**config.mk**
```make
export PLATFORM = sky130hd
export DESIGN_NAME = dashed_polyline_tessellator
export DESIGN_NICKNAME = d
export VERILOG_FILES = /design/src/dpt_pkg.sv /design/src/dpt_div.sv /design/src/dpt_fifo.sv /design/src/dpt_front.sv /design/src/dpt_back.sv /design/src/dashed_polyline_tessellator.sv
export SDC_FILE = /design/constraint.sdc
export NUM_CORES = 2
export LEC_CHECK = 0
export ABC_AREA = 1
export BUFFER_PORTS_ARGS = -buffer_cell sky130_fd_sc_hd__buf_2
export CAP_MARGIN = 20
export CORE_UTILIZATION = 45
export DETAILED_ROUTE_END_ITERATION = 12
export HOLD_SLACK_MARGIN = 0.12
export PLACE_DENSITY = 0.69
export RECOVER_POWER = 25
export SYNTH_ARGS = -nofsm -noshare
export SYNTH_HDL_FRONTEND = slang
export SYNTH_HIERARCHICAL = 1
export SYNTH_SLANG_ARGS = --single-unit
```
**constraint.sdc**
```tcl
create_clock -name aclk -period 9.9 [get_ports aclk]
set_input_delay 0 -clock aclk [delete_from_list [all_inputs] [get_ports aclk]]
set_output_delay 0 -clock aclk [all_outputs]
set_load 0.02 [all_outputs]
```
**src/dpt_pkg.sv**
```systemverilog
// ============================================================================
// Dashed polyline tessellator package
// Widths, register indexes and the shared record types of the tessellator.
// ============================================================================
`default_nettype none

package dpt_pkg;

    // Coordinate and difference widths (signed Q16.16, difference one bit wider).
    localparam int COORD_W = 32;
    localparam int DIFF_W  = COORD_W + 1;

    // Configuration field widths.
    localparam int RES_W   = 6;
    localparam int SOLID_W = 8;
    localparam int SEG_W   = 10;

    // Result field widths.
    localparam int TEX_W   = 17;
    localparam int IDX_W   = 16;
    localparam int PHASE_W = 9;

    // Default upper limit of the points per segment.
    localparam int MAX_RESOLUTION_DEF = 63;

    // Depth of the segment queue between the front and the back part.
    localparam int SEG_FIFO_DEPTH = 2;

    // Texture coordinate of one in Q1.16.
    localparam logic [TEX_W-1:0] TEX_ONE = 17'h10000;

    // Register port.
    localparam int APB_ADDR_W = 4;
    localparam int APB_DATA_W = 32;

    typedef logic [1:0] reg_idx_t;
    localparam reg_idx_t REG_RESOLUTION    = 2'd0;
    localparam reg_idx_t REG_SOLID_LEN     = 2'd1;
    localparam reg_idx_t REG_GAP_LEN       = 2'd2;
    localparam reg_idx_t REG_SEGMENT_COUNT = 2'd3;

    typedef struct packed {
        logic [RES_W-1:0]   resolution;
        logic [SOLID_W-1:0] solid_len;
        logic [SOLID_W-1:0] gap_len;
        logic [SEG_W-1:0]   segment_count;
    } cfg_t;

    // One segment to tessellate: its start vertex and its exact difference.
    typedef struct packed {
        logic signed [COORD_W-1:0] x;
        logic signed [COORD_W-1:0] y;
        logic signed [COORD_W-1:0] z;
        logic signed [DIFF_W-1:0]  dx;
        logic signed [DIFF_W-1:0]  dy;
        logic signed [DIFF_W-1:0]  dz;
        logic                      fin;
    } seg_t;

endpackage

`default_nettype wire

```
**src/dpt_div.sv**
```systemverilog
// ============================================================================
// Dashed polyline tessellator divider lane
// Bit-serial restoring division of a signed value by a small unsigned divisor,
// giving the floor quotient and a remainder in the range zero to divisor-1.
// ============================================================================
`default_nettype none

module dpt_div #(
    parameter int DW = dpt_pkg::DIFF_W,
    parameter int RW = dpt_pkg::RES_W
) (
    input  wire logic                 aclk,
    input  wire logic                 aresetn,
    input  wire logic                 start,
    input  wire logic signed [DW-1:0] dividend,
    input  wire logic        [RW-1:0] divisor,
    output logic                      done,
    output logic signed [DW-1:0]      quotient,
    output logic        [RW-1:0]      remainder
);
    import dpt_pkg::*;

    localparam int CW = $clog2(DW + 1);

    logic [DW-1:0] mag_reg;
    logic [RW-1:0] rem_reg;
    logic          neg_reg;
    logic [CW-1:0] cnt_reg;
    logic          run_reg;

    logic [RW:0]   rem_w;
    logic          ge;
    logic [RW:0]   rem_sub;
    logic          stepping;

    assign stepping = run_reg && (cnt_reg != CW'(DW));
    assign rem_w    = {rem_reg, mag_reg[DW-1]};
    assign ge       = rem_w >= {1'b0, divisor};
    assign rem_sub  = rem_w - {1'b0, divisor};

    always_ff @(posedge aclk) begin
        if (!aresetn) begin
            run_reg <= 1'b0;
            cnt_reg <= '0;
        end else if (start) begin
            run_reg <= 1'b1;
            cnt_reg <= '0;
        end else if (stepping) begin
            cnt_reg <= cnt_reg + CW'(1);
        end
    end

    always_ff @(posedge aclk) begin
        if (start) begin
            mag_reg <= dividend[DW-1] ? (DW'(0) - dividend) : dividend;
            neg_reg <= dividend[DW-1];
            rem_reg <= '0;
        end else if (stepping) begin
            mag_reg <= {mag_reg[DW-2:0], ge};
            rem_reg <= ge ? rem_sub[RW-1:0] : rem_w[RW-1:0];
        end
    end

    // Magnitude quotient and remainder are turned into floor form for negatives.
    assign done      = run_reg && (cnt_reg == CW'(DW));
    assign quotient  = !neg_reg ? mag_reg :
                       (rem_reg == '0) ? (DW'(0) - mag_reg) : ~mag_reg;
    assign remainder = (neg_reg && rem_reg != '0) ? (divisor - rem_reg) : rem_reg;

endmodule

`default_nettype wire

```
**src/dpt_fifo.sv**
```systemverilog
// ============================================================================
// Dashed polyline tessellator segment queue
// Small first-in first-out buffer; the depth must be a power of two.
// ============================================================================
`default_nettype none

module dpt_fifo #(
    parameter int WIDTH = $bits(dpt_pkg::seg_t),
    parameter int DEPTH = dpt_pkg::SEG_FIFO_DEPTH
) (
    input  wire logic             aclk,
    input  wire logic             aresetn,
    input  wire logic             push,
    input  wire logic [WIDTH-1:0] push_data,
    output logic                  room,
    input  wire logic             pop,
    output logic [WIDTH-1:0]      pop_data,
    output logic                  avail
);
    import dpt_pkg::*;

    localparam int AW = $clog2(DEPTH);
    localparam int NW = $clog2(DEPTH + 1);

    logic [WIDTH-1:0] mem_reg [DEPTH];
    logic [AW-1:0]    wr_ptr_reg, wr_ptr_next;
    logic [AW-1:0]    rd_ptr_reg, rd_ptr_next;
    logic [NW-1:0]    count_reg, count_next;

    assign room     = count_reg != NW'(DEPTH);
    assign avail    = count_reg != '0;
    assign pop_data = mem_reg[rd_ptr_reg];

    always_comb begin
        wr_ptr_next = push ? wr_ptr_reg + AW'(1) : wr_ptr_reg;
        rd_ptr_next = pop  ? rd_ptr_reg + AW'(1) : rd_ptr_reg;
        count_next  = count_reg;
        if (push && !pop) begin
            count_next = count_reg + NW'(1);
        end else if (pop && !push) begin
            count_next = count_reg - NW'(1);
        end
    end

    always_ff @(posedge aclk) begin
        if (!aresetn) begin
            wr_ptr_reg <= '0;
            rd_ptr_reg <= '0;
            count_reg  <= '0;
        end else begin
            wr_ptr_reg <= wr_ptr_next;
            rd_ptr_reg <= rd_ptr_next;
            count_reg  <= count_next;
        end
    end

    always_ff @(posedge aclk) begin
        if (push) begin
            mem_reg[wr_ptr_reg] <= push_data;
        end
    end

endmodule

`default_nettype wire

```
**src/dpt_front.sv**
```systemverilog
// ============================================================================
// Dashed polyline tessellator front end
// Accepts vertices, keeps the previous one and queues one segment per vertex
// that closes a segment.
// ============================================================================
`default_nettype none

module dpt_front (
    input  wire logic                               aclk,
    input  wire logic                               aresetn,
    input  wire logic                               s_valid,
    output logic                                    s_ready,
    input  wire logic signed [dpt_pkg::COORD_W-1:0] s_vx,
    input  wire logic signed [dpt_pkg::COORD_W-1:0] s_vy,
    input  wire logic signed [dpt_pkg::COORD_W-1:0] s_vz,
    input  wire logic                               s_final_vertex,
    input  wire logic                               fifo_room,
    output logic                                    seg_push,
    output dpt_pkg::seg_t                           seg_data
);
    import dpt_pkg::*;

    logic                      have_prev_reg, have_prev_next;
    logic signed [COORD_W-1:0] prev_x_reg, prev_y_reg, prev_z_reg;
    logic                      accept;

    assign s_ready  = fifo_room;
    assign accept   = s_valid && s_ready;
    assign seg_push = accept && have_prev_reg;

    assign seg_data.x   = prev_x_reg;
    assign seg_data.y   = prev_y_reg;
    assign seg_data.z   = prev_z_reg;
    assign seg_data.dx  = {s_vx[COORD_W-1], s_vx} - {prev_x_reg[COORD_W-1], prev_x_reg};
    assign seg_data.dy  = {s_vy[COORD_W-1], s_vy} - {prev_y_reg[COORD_W-1], prev_y_reg};
    assign seg_data.dz  = {s_vz[COORD_W-1], s_vz} - {prev_z_reg[COORD_W-1], prev_z_reg};
    assign seg_data.fin = s_final_vertex;

    // A final vertex closes the line; a lone final vertex is simply dropped.
    always_comb begin
        have_prev_next = have_prev_reg;
        if (accept) begin
            have_prev_next = !s_final_vertex;
        end
    end

    always_ff @(posedge aclk) begin
        if (!aresetn) begin
            have_prev_reg <= 1'b0;
        end else begin
            have_prev_reg <= have_prev_next;
        end
    end

    always_ff @(posedge aclk) begin
        if (accept) begin
            prev_x_reg <= s_vx;
            prev_y_reg <= s_vy;
            prev_z_reg <= s_vz;
        end
    end

endmodule

`default_nettype wire

```
**src/dpt_back.sv**
```systemverilog
// ============================================================================
// Dashed polyline tessellator back end
// Divides each segment difference once, then steps the interpolation and the
// dash pattern one point per cycle into the output register unless stalled.
// ============================================================================
`default_nettype none

module dpt_back #(
    parameter int MAX_RESOLUTION = dpt_pkg::MAX_RESOLUTION_DEF
) (
    input  wire logic                          aclk,
    input  wire logic                          aresetn,
    input  wire dpt_pkg::cfg_t                 cfg,
    input  wire logic                          seg_valid,
    input  wire dpt_pkg::seg_t                 seg_data,
    output logic                               seg_pop,
    output logic                               m_valid,
    input  wire logic                          m_ready,
    output logic signed [dpt_pkg::COORD_W-1:0] m_px,
    output logic signed [dpt_pkg::COORD_W-1:0] m_py,
    output logic signed [dpt_pkg::COORD_W-1:0] m_pz,
    output logic [dpt_pkg::TEX_W-1:0]          m_tex_coord,
    output logic [dpt_pkg::IDX_W-1:0]          m_point_index,
    output logic                               m_dash_start,
    output logic [dpt_pkg::IDX_W-1:0]          m_dash_length,
    output logic                               m_drawn,
    output logic                               m_last
);
    import dpt_pkg::*;

    localparam int IW     = $clog2(MAX_RESOLUTION + 1);
    localparam int NCOORD = 3;
    localparam int NLANE  = NCOORD + 1;
    localparam int TEX_LN = NCOORD;
    localparam logic [RES_W-1:0] MAX_R = RES_W'(MAX_RESOLUTION);

    typedef enum logic [2:0] {
        ST_IDLE = 3'b001,
        ST_DIV  = 3'b010,
        ST_EMIT = 3'b100
    } state_t;

    state_t state_reg, state_next;

    // Effective resolution and total point count of the line.
    logic [RES_W-1:0] r_eff;
    logic [SEG_W-1:0] seg_eff;
    logic [IDX_W-1:0] total_eff;

    // Per-segment registers.
    logic [RES_W-1:0]          r_reg;
    logic [IDX_W-1:0]          total_reg;
    logic                      fin_reg;
    logic [IW-1:0]             i_reg;
    logic signed [COORD_W-1:0] p1_reg     [NCOORD];
    logic signed [DIFF_W-1:0]  qd_reg     [NCOORD];
    logic [RES_W-1:0]          rd_reg     [NCOORD];
    logic signed [DIFF_W-1:0]  acc_q_reg  [NCOORD];
    logic [RES_W-1:0]          acc_rem_reg[NCOORD];
    logic [TEX_W-1:0]          qt_reg, tex_q_reg;
    logic [RES_W-1:0]          rt_reg, tex_rem_reg;

    // Divider lanes: three coordinates and the texture step.
    logic signed [DIFF_W-1:0] div_dividend[NLANE];
    logic signed [DIFF_W-1:0] div_q       [NLANE];
    logic [RES_W-1:0]         div_r       [NLANE];
    logic [NLANE-1:0]         div_done;
    logic                     all_done;

    // Stepping logic.
    logic                      emit_fire;
    logic                      last_pt;
    logic                      rnd        [NCOORD];
    logic signed [COORD_W-1:0] pt         [NCOORD];
    logic [RES_W:0]            rem_sum    [NCOORD];
    logic [RES_W:0]            rem_wrap   [NCOORD];
    logic                      carry      [NCOORD];
    logic [RES_W:0]            trem_sum, trem_wrap;
    logic                      tcarry;

    // Dash pattern.
    logic [IDX_W-1:0]   point_cnt_reg, point_cnt_next;
    logic [PHASE_W-1:0] phase_reg, phase_next;
    logic [PHASE_W-1:0] period;
    logic [IDX_W-1:0]   solid16;
    logic               single_dash;
    logic [IDX_W-1:0]   remaining;
    logic [IDX_W-1:0]   dash_len_cut;
    logic [PHASE_W:0]   phase_inc;
    logic               d_start;
    logic [IDX_W-1:0]   d_len;
    logic               d_drawn;
    logic [PHASE_W-1:0] d_phase;

    logic m_valid_reg, m_valid_next;

    // ---------------------------------------------------------------- setup
    always_comb begin
        if (cfg.resolution == '0) begin
            r_eff = RES_W'(1);
        end else if (cfg.resolution > MAX_R) begin
            r_eff = MAX_R;
        end else begin
            r_eff = cfg.resolution;
        end
        seg_eff   = (cfg.segment_count == '0) ? SEG_W'(1) : cfg.segment_count;
        total_eff = IDX_W'(seg_eff) * IDX_W'(r_eff) + IDX_W'(1);
    end

    assign seg_pop = (state_reg == ST_IDLE) && seg_valid;

    assign div_dividend[0]      = seg_data.dx;
    assign div_dividend[1]      = seg_data.dy;
    assign div_dividend[2]      = seg_data.dz;
    assign div_dividend[TEX_LN] = DIFF_W'(TEX_ONE);

    for (genvar g = 0; g < NLANE; g++) begin : g_div
        dpt_div #(
            .DW (DIFF_W),
            .RW (RES_W)
        ) u_div (
            .aclk      (aclk),
            .aresetn   (aresetn),
            .start     (seg_pop),
            .dividend  (div_dividend[g]),
            .divisor   (r_reg),
            .done      (div_done[g]),
            .quotient  (div_q[g]),
            .remainder (div_r[g])
        );
    end

    assign all_done = &div_done;

    // ---------------------------------------------------------------- stepping
    assign emit_fire = (state_reg == ST_EMIT) && (!m_valid_reg || m_ready);
    assign last_pt   = fin_reg ? (RES_W'(i_reg) == r_reg)
                               : (RES_W'(i_reg) == r_reg - RES_W'(1));

    always_comb begin
        for (int k = 0; k < NCOORD; k++) begin
            rnd[k]      = {acc_rem_reg[k], 1'b0} >= {1'b0, r_reg};
            pt[k]       = COORD_W'({p1_reg[k][COORD_W-1], p1_reg[k]} + acc_q_reg[k]
                                   + DIFF_W'(rnd[k]));
            rem_sum[k]  = {1'b0, acc_rem_reg[k]} + {1'b0, rd_reg[k]};
            rem_wrap[k] = rem_sum[k] - {1'b0, r_reg};
            carry[k]    = rem_sum[k] >= {1'b0, r_reg};
        end
        trem_sum  = {1'b0, tex_rem_reg} + {1'b0, rt_reg};
        trem_wrap = trem_sum - {1'b0, r_reg};
        tcarry    = trem_sum >= {1'b0, r_reg};
    end

    // ---------------------------------------------------------------- dash
    always_comb begin
        period       = {1'b0, cfg.solid_len} + {1'b0, cfg.gap_len};
        solid16      = IDX_W'(cfg.solid_len);
        single_dash  = (period == '0) || (total_reg <= solid16);
        remaining    = (point_cnt_reg < total_reg) ? (total_reg - point_cnt_reg) : solid16;
        dash_len_cut = (remaining < solid16) ? remaining : solid16;
        phase_inc    = {1'b0, phase_reg} + (PHASE_W + 1)'(1);
        if (single_dash) begin
            d_start = point_cnt_reg == '0;
            d_len   = d_start ? total_reg : '0;
            d_drawn = 1'b1;
            d_phase = '0;
        end else begin
            d_start = phase_reg == '0;
            d_len   = d_start ? dash_len_cut : '0;
            d_drawn = phase_reg < {1'b0, cfg.solid_len};
            d_phase = (phase_inc >= {1'b0, period}) ? '0 : phase_inc[PHASE_W-1:0];
        end
    end

    // ---------------------------------------------------------------- control
    always_comb begin
        state_next     = state_reg;
        point_cnt_next = point_cnt_reg;
        phase_next     = phase_reg;
        m_valid_next   = m_valid_reg;
        if (m_ready) begin
            m_valid_next = 1'b0;
        end
        unique case (state_reg)
            ST_IDLE: begin
                if (seg_valid) begin
                    state_next = ST_DIV;
                end
            end
            ST_DIV: begin
                if (all_done) begin
                    state_next = ST_EMIT;
                end
            end
            ST_EMIT: begin
                if (emit_fire) begin
                    m_valid_next = 1'b1;
                    if (last_pt && fin_reg) begin
                        point_cnt_next = '0;
                        phase_next     = '0;
                    end else begin
                        point_cnt_next = point_cnt_reg + IDX_W'(1);
                        phase_next     = d_phase;
                    end
                    if (last_pt) begin
                        state_next = ST_IDLE;
                    end
                end
            end
            default: state_next = ST_IDLE;
        endcase
    end

    always_ff @(posedge aclk) begin
        if (!aresetn) begin
            state_reg     <= ST_IDLE;
            point_cnt_reg <= '0;
            phase_reg     <= '0;
            m_valid_reg   <= 1'b0;
        end else begin
            state_reg     <= state_next;
            point_cnt_reg <= point_cnt_next;
            phase_reg     <= phase_next;
            m_valid_reg   <= m_valid_next;
        end
    end

    // ---------------------------------------------------------------- datapath
    always_ff @(posedge aclk) begin
        if (seg_pop) begin
            p1_reg[0] <= seg_data.x;
            p1_reg[1] <= seg_data.y;
            p1_reg[2] <= seg_data.z;
            fin_reg   <= seg_data.fin;
            r_reg     <= r_eff;
            total_reg <= total_eff;
        end
        if (state_reg == ST_DIV && all_done) begin
            for (int k = 0; k < NCOORD; k++) begin
                qd_reg[k]      <= div_q[k];
                rd_reg[k]      <= div_r[k];
                acc_q_reg[k]   <= '0;
                acc_rem_reg[k] <= '0;
            end
            qt_reg      <= div_q[TEX_LN][TEX_W-1:0];
            rt_reg      <= div_r[TEX_LN];
            tex_q_reg   <= '0;
            tex_rem_reg <= '0;
            i_reg       <= '0;
        end else if (emit_fire) begin
            for (int k = 0; k < NCOORD; k++) begin
                acc_q_reg[k]   <= acc_q_reg[k] + qd_reg[k] + DIFF_W'(carry[k]);
                acc_rem_reg[k] <= carry[k] ? rem_wrap[k][RES_W-1:0] : rem_sum[k][RES_W-1:0];
            end
            tex_q_reg   <= tex_q_reg + qt_reg + TEX_W'(tcarry);
            tex_rem_reg <= tcarry ? trem_wrap[RES_W-1:0] : trem_sum[RES_W-1:0];
            i_reg       <= i_reg + IW'(1);
        end
    end

    always_ff @(posedge aclk) begin
        if (emit_fire) begin
            m_px          <= pt[0];
            m_py          <= pt[1];
            m_pz          <= pt[2];
            m_tex_coord   <= tex_q_reg;
            m_point_index <= point_cnt_reg;
            m_dash_start  <= d_start;
            m_dash_length <= d_len;
            m_drawn       <= d_drawn;
            m_last        <= last_pt;
        end
    end

    assign m_valid = m_valid_reg;

endmodule

`default_nettype wire

```
**src/dashed_polyline_tessellator.sv**
```systemverilog
// ============================================================================
// Dashed polyline tessellator
// Expands a stream of polyline vertices into interpolated, dash-marked points.
// ============================================================================
//
// Vertices arrive one word at a time on the s_ channel; every vertex after the
// first of a line closes a segment and produces R points on the m_ channel
// (R+1 for the vertex flagged final_vertex, whose extra point is the endpoint
// with texture coordinate one), the last of them flagged m_last. A lone final
// vertex produces nothing. Each segment is first taken from the queue, then
// the bit-serial dividers split the coordinate differences and the texture
// step by R and hand the results over, and the points follow one per cycle
// while the output is not stalled. The front end keeps accepting vertices
// into a two-entry segment queue while the back end works, so short input
// bursts are absorbed. Configuration registers sit on the APB port at byte
// addresses 0 (resolution), 4 (solid_len), 8 (gap_len) and 12 (segment_count),
// and should only be written while the block is idle.
//
`default_nettype none

module dashed_polyline_tessellator #(
    parameter int MAX_RESOLUTION = dpt_pkg::MAX_RESOLUTION_DEF
) (
    input  wire logic                               aclk,
    input  wire logic                               aresetn,
    // Register port
    input  wire logic                               psel,
    input  wire logic                               penable,
    input  wire logic                               pwrite,
    input  wire logic [dpt_pkg::APB_ADDR_W-1:0]     paddr,
    input  wire logic [dpt_pkg::APB_DATA_W-1:0]     pwdata,
    output logic [dpt_pkg::APB_DATA_W-1:0]          prdata,
    output logic                                    pready,
    // Vertex input
    input  wire logic                               s_valid,
    output logic                                    s_ready,
    input  wire logic signed [dpt_pkg::COORD_W-1:0] s_vx,
    input  wire logic signed [dpt_pkg::COORD_W-1:0] s_vy,
    input  wire logic signed [dpt_pkg::COORD_W-1:0] s_vz,
    input  wire logic                               s_final_vertex,
    // Point output
    output logic                                    m_valid,
    input  wire logic                               m_ready,
    output logic signed [dpt_pkg::COORD_W-1:0]      m_px,
    output logic signed [dpt_pkg::COORD_W-1:0]      m_py,
    output logic signed [dpt_pkg::COORD_W-1:0]      m_pz,
    output logic [dpt_pkg::TEX_W-1:0]               m_tex_coord,
    output logic [dpt_pkg::IDX_W-1:0]               m_point_index,
    output logic                                    m_dash_start,
    output logic [dpt_pkg::IDX_W-1:0]               m_dash_length,
    output logic                                    m_drawn,
    output logic                                    m_last
);
    import dpt_pkg::*;

    // ------------------------------------------------------------------
    // Configuration registers. The port never stalls, so a write lands on
    // the access phase; the register index is the word address.
    // ------------------------------------------------------------------
    logic [RES_W-1:0]   resolution_reg;
    logic [SOLID_W-1:0] solid_len_reg;
    logic [SOLID_W-1:0] gap_len_reg;
    logic [SEG_W-1:0]   segment_count_reg;
    logic               cfg_wr;
    reg_idx_t           cfg_idx;
    cfg_t               cfg;

    assign pready  = 1'b1;
    assign cfg_wr  = psel && penable && pwrite;
    assign cfg_idx = paddr[APB_ADDR_W-1:2];

    always_ff @(posedge aclk) begin
        if (!aresetn) begin
            resolution_reg    <= RES_W'(1);
            solid_len_reg     <= '0;
            gap_len_reg       <= '0;
            segment_count_reg <= SEG_W'(1);
        end else if (cfg_wr) begin
            unique case (cfg_idx)
                REG_RESOLUTION:    resolution_reg    <= pwdata[RES_W-1:0];
                REG_SOLID_LEN:     solid_len_reg     <= pwdata[SOLID_W-1:0];
                REG_GAP_LEN:       gap_len_reg       <= pwdata[SOLID_W-1:0];
                REG_SEGMENT_COUNT: segment_count_reg <= pwdata[SEG_W-1:0];
                default:           ;
            endcase
        end
    end

    // Read back is combinational and zero-extended to the bus width.
    always_comb begin
        unique case (cfg_idx)
            REG_RESOLUTION:    prdata = APB_DATA_W'(resolution_reg);
            REG_SOLID_LEN:     prdata = APB_DATA_W'(solid_len_reg);
            REG_GAP_LEN:       prdata = APB_DATA_W'(gap_len_reg);
            REG_SEGMENT_COUNT: prdata = APB_DATA_W'(segment_count_reg);
            default:           prdata = '0;
        endcase
    end

    assign cfg.resolution    = resolution_reg;
    assign cfg.solid_len     = solid_len_reg;
    assign cfg.gap_len       = gap_len_reg;
    assign cfg.segment_count = segment_count_reg;

    // ------------------------------------------------------------------
    // Front end: keeps the previous vertex and turns each closing vertex
    // into a segment record (start point plus exact difference).
    // ------------------------------------------------------------------
    logic fifo_room;
    logic seg_push;
    seg_t seg_in;

    dpt_front u_front (
        .aclk           (aclk),
        .aresetn        (aresetn),
        .s_valid        (s_valid),
        .s_ready        (s_ready),
        .s_vx           (s_vx),
        .s_vy           (s_vy),
        .s_vz           (s_vz),
        .s_final_vertex (s_final_vertex),
        .fifo_room      (fifo_room),
        .seg_push       (seg_push),
        .seg_data       (seg_in)
    );

    // ------------------------------------------------------------------
    // Segment queue: decouples vertex intake from point generation.
    // ------------------------------------------------------------------
    logic seg_avail;
    logic seg_pop;
    seg_t seg_out;

    dpt_fifo #(
        .WIDTH ($bits(seg_t)),
        .DEPTH (SEG_FIFO_DEPTH)
    ) u_fifo (
        .aclk      (aclk),
        .aresetn   (aresetn),
        .push      (seg_push),
        .push_data (seg_in),
        .room      (fifo_room),
        .pop       (seg_pop),
        .pop_data  (seg_out),
        .avail     (seg_avail)
    );

    // ------------------------------------------------------------------
    // Back end: divides once per segment, then steps the interpolation,
    // texture coordinate and dash pattern one point per cycle while the
    // output is not stalled. Its output register is the m_ channel.
    // ------------------------------------------------------------------
    dpt_back #(
        .MAX_RESOLUTION (MAX_RESOLUTION)
    ) u_back (
        .aclk          (aclk),
        .aresetn       (aresetn),
        .cfg           (cfg),
        .seg_valid     (seg_avail),
        .seg_data      (seg_out),
        .seg_pop       (seg_pop),
        .m_valid       (m_valid),
        .m_ready       (m_ready),
        .m_px          (m_px),
        .m_py          (m_py),
        .m_pz          (m_pz),
        .m_tex_coord   (m_tex_coord),
        .m_point_index (m_point_index),
        .m_dash_start  (m_dash_start),
        .m_dash_length (m_dash_length),
        .m_drawn       (m_drawn),
        .m_last        (m_last)
    );

    // ------------------------------------------------------------------
    // Checks
    // ------------------------------------------------------------------

    // The output register is empty straight after reset.
    a_reset_empty : assert property (@(posedge aclk) !aresetn |=> !m_valid)
        else $error("output word valid after reset");

    // A texture coordinate of one only ever belongs to the closing endpoint.
    a_endpoint_last : assert property (@(posedge aclk) disable iff (!aresetn)
        (m_valid && m_tex_coord == TEX_ONE) |-> m_last)
        else $error("endpoint word not marked last");

    // A dash that starts on an undrawn point must be empty.
    a_dash_drawn : assert property (@(posedge aclk) disable iff (!aresetn)
        (m_valid && m_dash_start && !m_drawn) |-> (m_dash_length == '0))
        else $error("non-empty dash starts on an undrawn point");

endmodule

`default_nettype wire
```
==> flow_metrics.py <==
metrics = {
    "cells_and_area": {
        "fillers": 16300,
        "final_common_cell": "nand2_1",
        "most-common-layout-cells": "2195 x nand2_1, 1365 x inv_1, 1142 x edfxtp_1",
        "syn_to_final_growth_pct": 13.6,
        "drive_above_1_share": 0.0615,
        "largest_reg_flops": 392,
        "fin_util": 0.516,
        "nNetsFinal": 10500,
    },
    "clock_network": {
        "clk_latency_ps": 790,
        "cts_num_sinks": 1290,
        "cts_tree": "built",
        "cts_setup_buffers": 0,
        "htree_levels": 4,
        "path_clk_slew_ps": 60,
        "clk_path_buf_depth": 3,
        "postCtsResizedCells": 0,
        "cts_buffers": 148,
        "root_buffer": "clkbuf_16",
        "holdBufCountCts": 237,
    },
    "synthesis": {
        "synth_area_um2": 80400,
        "avgSynthCellArea_um2": 8.84,
        "yosys_warnings": 6,
        "synth_cells": 9092,
    },
    "grt": {
        "grt_pass1_wl_um": 326000,
        "antenna_found_initial": 8,
        "grt_max_degree": 142,
        "grt_pass1_vias": 61400,
        "grt_usage": 0.227,
        "gr-total-overflow": 0,
    },
    "status": {
        "status": "finished, violations left",
        "violations": "capacitance limit, slew limit",
    },
    "detailed_routing": {
        "drtAntennaViolNets": 0,
        "vias_per_cell": 5.16,
        "firstDrtPassIters": 10,
        "avgRoutedWirePerCell_um": 17.1,
        "dr_total_vias": 63100,
        "drc": 0,
        "drt_iter0_drc": 4573,
        "drt-total-wl_um": 209000,
    },
    "critical_path": {
        "rrSetupSlack_ps": 4380,
        "crit_start": "u_back/r_reg[2]",
        "worstReg2RegStart": "u_back/r_reg[2]",
        "startpoint_type": "register",
        "crit_type": "reg2reg",
        "crit_path_end": "u_back/acc_q_reg[0][56]",
        "rr_worst_depth": 21,
        "endpoint_kind": "register",
        "arrival_ps": 6070,
        "rr_endpoint": "u_back/acc_q_reg[0][56]",
        "cp_max_fo": 11,
        "required_ps": 10450,
    },
    "sta": {
        "drv_slew": 138,
        "clock.fmax_mhz": 181,
        "fin_ws_ps": 4380,
        "report.final.setup_viol": 0,
        "relSlewSlack": -1.09,
        "fin_crit_ps": 5520,
        "tightestPinTransition_ps": 3120,
        "setup_tns_ps": 0,
        "rsz0062_at_grt": "no",
        "hold_violations": 0,
        "period_share": 0.558,
        "skew_ps": 32.8,
    },
    "placement": {
        "dp_slack_ps": 4400,
        "hpwl_um": 155000,
        "place.gp.congestion": 0.940,
        "io_buffer_count": 275,
    },
    "floorplanning": {
        "die_y_um": 425,
        "die_w_um": 425,
        "fp.dieArea_um2": 180000,
        "num_rows": 154,
        "io_pins": 323,
        "core_um2": 177000,
        "start_util": 0.454,
    },
    "job": {
        "max_cap_violations": 3,
    },
    "power_and_ir_drop": {
        "powerDensity_nw_per_um2": 239,
        "peakVddDrop_uv": 197,
        "finalPower_mw": 21.8,
        "p_leak_nw": 39.8,
    },
    "hold_path": {
        "holdCritPathClass": "in2reg",
    },
}
-- worst min path at each step --
stage / depth (start not counted) / start / end
2_1_floorplan: 1 / s_final_vertex / u_front/have_prev_reg
3_3_place_gp: 1 / s_vy[0] / u_front/prev_y_reg[0]
3_5_place_dp: 1 / s_vy[0] / u_front/prev_y_reg[0]
4_1_cts: 6 / pwdata[5] / gap_len_reg[5]
5_1_grt: 6 / pwdata[5] / resolution_reg[5]
6_report: 6 / pwdata[5] / gap_len_reg[5]
-- per-stage QoR --
step | instances | hold WS (ps) | cell area [um^2]
after global routing | 12200 | 199 | 91400
after floorplan | 9214 | 89.4 | 80900
after detailed placement | 11700 | 198 | 84600
after CTS | 12200 | 138 | 91900
after global placement | 11700 | 199 | 84600
final | 12200 | 191 | 91400
-- cell type report --
cell class	count	area (um^2)	share of cell area
inverters	1385	5230	0.0572
repair buffers	542	3740	0.0409
flip-flops and latches	1290	37300	0.408
diodes	1	2.50	0.0000274
clock inverters	87	898	0.00983
clock buffers	187	3990	0.0436
well taps	2340	2930	0.0320
multi-input cells	6391	37300	0.408
-- power by group --
group / total, mW / switching (mW) / internal, mW
Sequential: 8.16 / 0.736 / 7.42
Clock: 5.48 / 2.31 / 3.17
Combinational: 8.17 / 5.29 / 2.88
Total: 21.8 / 8.34 / 13.5
-- routing by layer --
metal  part of all wire  track usage
met5                  0            0
met4              0.031       0.0736
met3              0.047       0.0247
met2               0.48        0.391
met1               0.44        0.298
-- critical path: stages (launching register included) --
cell and delay (ps):
edfxtp_1 880, inv_1 390, ha_1 470, nand2_1 110, nor2_1 40, a211oi_1 270, o21ai_0 130, a21oi_1 210
o21ai_0 130, nand2_1 70, nand2_1 250, fa_1 500, nand2_1 70, nand2_1 100, a21oi_1 310, o21ai_1 180
a21oi_1 330, o21ai_1 200, a21boi_1 300, o21ai_0 170, nor2_1 110, nor2_1 50
Note: power is estimated with default switching activity, not from simulation.
